File: config.mk
export PLATFORM = sky130hd
export DESIGN_NAME = zud_unpack
export DESIGN_NICKNAME = d
export VERILOG_FILES = /design/src/hdl/zud_unpack.sv
export SDC_FILE = /design/constraint.sdc
export NUM_CORES = 1
export LEC_CHECK = 0
export CAP_MARGIN = 40
export CORE_MARGIN = 2
export CORE_UTILIZATION = 50
export DETAILED_ROUTE_END_ITERATION = 10
export DONT_BUFFER_PORTS = 1
export PLACE_DENSITY = 0.75
export SLEW_MARGIN = 20
export SYNTH_ARGS = -nofsm -noshare
export SYNTH_HDL_FRONTEND = slang
export SYNTH_SLANG_ARGS = --single-unit
export TNS_END_PERCENT = 50
File: constraint.sdc
create_clock -name clock -period 5.1 [get_ports clock]
set_input_delay 0.255 -clock clock [delete_from_list [all_inputs] [get_ports clock]]
set_output_delay 0.255 -clock clock [all_outputs]
set_load 0.005 [all_outputs]
File: src/hdl/zud_unpack.sv
// lsb-first code unpacker: bit buffer and variable-width code extraction
// depends on nothing but its parameter
`default_nettype none

module zud_unpack #(
   parameter int MAX_CODE_BITS = 13
) (
   input  logic                                      clock,
   input  logic                                      reset,
   input  logic                                      shift_en,
   input  logic [7:0]                                in_byte,
   input  logic [$clog2(MAX_CODE_BITS + 2)-1:0]      code_width,
   output logic                                      code_ready,
   output logic [MAX_CODE_BITS-1:0]                  code
);

   localparam int BW  = MAX_CODE_BITS + 8;
   localparam int HW  = $clog2(BW + 1);

   logic [BW-1:0] buf_ff, buf_in, merged;
   logic [HW-1:0] held_ff, held_in, held_sum;

   always_comb begin
      merged     = buf_ff | (BW'(in_byte) << held_ff);
      held_sum   = held_ff + HW'(8);
      code_ready = 32'(held_sum) >= 32'(code_width);
      for (int k = 0; k < MAX_CODE_BITS; k++) begin
         code[k] = (32'(k) < 32'(code_width)) & merged[k];
      end
      buf_in  = buf_ff;
      held_in = held_ff;
      if (shift_en) begin
         if (code_ready) begin
            buf_in  = merged >> code_width;
            held_in = held_sum - HW'(code_width);
         end else begin
            buf_in  = merged;
            held_in = held_sum;
         end
      end
   end

   always_ff @(posedge clock) begin
      if (reset) begin
         buf_ff  <= '0;
         held_ff <= '0;
      end else begin
         buf_ff  <= buf_in;
         held_ff <= held_in;
      end
   end

endmodule

`default_nettype wire

* Yosys cells after proc, flatten, opt, wreduce, memory -nomap -nowiden
Index checks and enable logic that the tools add are counted.
Word-level totals: word-level logic and storage cells 36, register bits 26, bits of input ports 15
Cells by class: $lt $le $gt $ge 14, $add $sub $neg 2, shifts and indexed selects 2, mux-type cells 2, bitwise logic cells 14
Operators with widths (number):
- $mux 21 | 1
- $or 21x21->21 | 1
- $shl 8x5->21 | 1
- $shr 21x4->21 | 1
- $lt 4x4->1 const A | 5
- $lt 3x4->1 const A | 4
- $and 1x1->1 | 13
- $lt 1x4->1 const A | 2
- $lt 2x4->1 const A | 2
- $add 5x4->5 const B | 1
- $ge 5x4->1 | 1
- $mux 5 | 1
- $sub 5x4->5 | 1

* Longest topological paths before layout
depth after elaboration 4, depth in mapped cells 14, gate-level depth less buffers 10

* Worst setup path before layout
No wires, ideal clock.
kind in2reg, start point in code_width[2], end point reg buf_ff[3], path buffers 4, data required time 4980 ps, stages on the path 13, path slack 2096 ps, setup time 120 ps, arrival time 2884 ps, path through clkbuf_1 inv_2 clkbuf_1 ha_1 and4_1 nor4_1 and3_1 buf_2 inv_1 clkbuf_1 a41oi_1 a31oi_1 a211o_1
On the way: cells in the longest elaborated chain, start to end 2, elaborated cells on any way between the ends 3, those cells by class 1 x order compare; 1 x shift; 1 x mux
RTL lines:
- from (decl) | RTL line 12 | input logic [$clog2(MAX_CODE_BITS + 2)-1:0] code_width,
- $ge 5x4->1 or $shr 21x4->21 (tied branches) | RTL line 26, 34
- $mux 21 * | RTL line 33 | if (code_ready) begin
- to (signal assigned) | RTL line 48 | buf_ff <= buf_in;
- to (decl) | RTL line 20 | logic [BW-1:0] buf_ff, buf_in, merged;
Mark *: on every way between the ends. The rest lies on a longest branch, timed or not. A chain may end at the register's enable or synchronous reset.

* Final worst setup path
start point reg held_ff[3], end point reg buf_ff[4]
On the way: elaborated cells on any way between the ends 6, those cells by class 1 x add/sub; 1 x order compare; 2 x shift; 1 x mux; 1 x bitwise
RTL lines:
- from (decl) | RTL line 21 | logic [HW-1:0] held_ff, held_in, held_sum;
- from (signal assigned) | RTL line 49 | held_ff <= held_in;
- $add 5x4->5 | RTL line 25 | held_sum = held_ff + HW'(8);
- $ge 5x4->1 | RTL line 26 | code_ready = 32'(held_sum) >= 32'(code_width);
- named net code_ready | RTL line 13 | output logic code_ready,
- $mux 21 | RTL line 33
The timed path passes the listed nets, and every way through them passes these cells.

==> metrics <==
status finished, final reports clean; vias in the first global route 3,480; Reg clk slew, reported paths 0.10 ns; # fillers 698; Detailed Route Iter0 Violations 583; WS Path Type reg2reg; die area 7460 um2; synth cell count leaders 51 x nor2_1, 38 x a21oi_1, 32 x clkbuf_1; n_diodes 0; Cell Count, Final, Fillers Out 499; Mapped Cells 449; sequential area share after synthesis 15.4%; Vias 3,921; CP Data Arrival Time 4.20 ns; first-pass GRT wire length 19.2 mm; total CTS buffers 3; origin of the worst min-delay path reset; Clock Skews 0.00210 ns; htree depth 1; Routed Antenna Nets 0; Yosys top cell by area dfxtp_1; Peak VDD IR 0.123 mV; Final min period 3.99 ns; most frequent CP cell inv_1; count of final setup violators 0; Core Area 6680 um2; CTS resizes 0; R2R setup slack 1.11 ns; Syn Nets 469; Least-Margin Pin Slew 0.811 ns; hold crit path type in2reg; Distinct cells, synth 81; fin util 51.0%; Yosys reg bits 26; Syn Area/Cell 7.55 um2; share of layout cells above drive strength 1 11.7%; row cnt 30; CTS tree done; max cap viols 0; WL final 12.4 mm; hold_buf cts 0; antenna violations before repair 0; Post-Route Setup TNS 0 ns; wl on met1 4.85 mm; I/O pin count 29; crit path max fanout 23; crit-path cells inv_1 > ha_1 > and4_1 > nor4_1 > and3_1 > buf_4 > inv_1 > nand2_1 > or4_1 > o2111a_1 > o22ai_1; unrepaired setup endpoints after global routing false; Area contributors post-synth dfxtp_1 15%, mux2_2 6.3%, nor2_1 5.6%; Final #Nets 440; starting density of the core 50.7%; drt first pass iters 5; Worst Path Required 5.31 ns; Area Growth Syn to Fin 0.517%; Power Density 343 nW/um2; placed cells 495; CTS sink cnt 26; Leak Pwr 0.00123 uW; WL met3 1.67 mm; relative slew slack 45.8%; Hold Path Depth 1; Clock Tree Buf Depth 2; wire per inst 24.7 um; Fmax 251 MHz; Post-CTS Setup Bufs 0; fin crit share 78.2%; Post-synth EDFFs 0; Worst path depth 11; Crit. End Element flop; total gr overflow 0; Endpoint, Worst Hold buf_ff[19]$_SDFFE_PP0P_; Clock Tree Root clkbuf_8; met2 WL post-DR 5.27 mm; worst-skew pair later-pin latency 0.28 ns; Main synth FF type dfxtp_1; Die Span Y 86.4 um; CP top delay family simple AND/OR/NAND/NOR gates; Netlist Area Pre-Place 3390 um2; r2r endpoint buf_ff[4]$_SDFFE_PP0P_; count leader, synth nor2_1; gr usage total 32.8%; fraction of registers with async set/reset 0%; cell count of the worst reg-to-reg path 11; top routing layer in use met4; Buffers & Inverters on Critical Path 3; Die Wd 86.4 um; R2R Path Start held_ff[3]$_SDFFE_PP0P_; post-DP HPWL 8.92 mm; largest net degree at the start of global routing 35; final hold viol count 0; Crit path largest cell delay 0.81 ns; Startpoint Class flop; YS warnings 0; RD Place Congestion 1.02; crit path max-delay cell type dfxtp_1; Avg Vias per Cell 7.86; Max Slew Vio Count 0; post-synth top area share 15.4%; Post-route DRC 0; PortBufs 0
-- placed cells by master (no fill, tap or decap), types with 5 or more instances in the layout --
cell type and instances:
nor2_1 51, a21oi_1 38, nand2_1 31, dfxtp_1 26, mux2_2 19, o21ai_0 17, mux2i_1 15, nor3_1 12
inv_1 11, a211oi_1 11, a31oi_1 11, nand3_1 10, and2_1 8, and3_1 7, mux4_2 6, or3_1 6
nor2b_1 5, nor3b_1 5, a2bb2oi_1 5, o22ai_1 5
-- metrics by stage --
step,setup slack (ns),hold WS [ns],power [uW],instance area [um2]
6_report,1.11,0.0312,1170,3410
2_1_floorplan,2.10,0.453,832,3390
3_3_place_gp,1.51,0.330,985,3330
4_1_cts,1.28,0.0171,1140,3410
5_1_grt,0.892,0.0208,1230,3410
3_5_place_dp,1.31,0.334,992,3350
-- worst reg2reg max path: stages (launching register included) --
cell	delay [ns]
dfxtp_1	0.81
inv_1	0.27
ha_1	0.43
and4_1	0.22
nor4_1	0.08
and3_1	0.20
buf_4	0.21
inv_1	0.59
nand2_1	0.23
or4_1	0.54
o2111a_1	0.17
o22ai_1	0.17
-- where the power goes --
group / switching, uW / leakage, uW / internal (uW)
combinational: 447 / 0.000985 / 284
sequential: 57.4 / 0.000215 / 236
clock: 75.4 / 0.0000288 / 69.4
-- logic make-up after synthesis --
| kind of cell | count (synthesis) | share of synthesized area (%) |
|---|---|---|
| flops | 26 | 15.4 |
| xor+xnor | 1 | 0.258 |
| simple gates | 162 | 24.2 |
| fa+ha+maj | 5 | 2.07 |
| buf+inv | 53 | 6.86 |
| mux | 44 | 17.1 |
| compound gates | 158 | 34.1 |
-- state kept, by name (all words and copies together), names as in the netlist --
name	flops
buf_ff	21
held_ff	5
-- how the worst max path moves through the flow --
stage / startpoint / end / slack (ns)
after floorplan: code_width[2] / buf_ff[3]$_SDFFE_PP0P_ / 2.10
after global placement: held_ff[0]$_SDFFE_PP0P_ / buf_ff[4]$_SDFFE_PP0P_ / 1.51
after detailed placement: held_ff[0]$_SDFFE_PP0P_ / buf_ff[4]$_SDFFE_PP0P_ / 1.31
after CTS: held_ff[3]$_SDFFE_PP0P_ / buf_ff[4]$_SDFFE_PP0P_ / 1.28
after global routing: held_ff[3]$_SDFFE_PP0P_ / buf_ff[7]$_SDFFE_PP0P_ / 0.89
final: held_ff[3]$_SDFFE_PP0P_ / buf_ff[4]$_SDFFE_PP0P_ / 1.11
-- per-layer routing --
layer / track usage (%) / vias up
met5: 0 / -
met4: 12.4 / 0
met3: 5.81 / 65
met2: 49.8 / 348
met1: 46.3 / 1819
li1: - / 1689
-- cell type report --
class | count | area (um2) | area share [%]
well taps | 80 | 100 | 2.94
flip-flops and latches | 26 | 520 | 15.3
repair buffers | 5 | 42.5 | 1.25
multi-input cells | 370 | 2640 | 77.4
clock buffers | 4 | 55.1 | 1.62
inverters | 14 | 52.6 | 1.54
No activity file was read; power rests on OpenSTA's default activity.
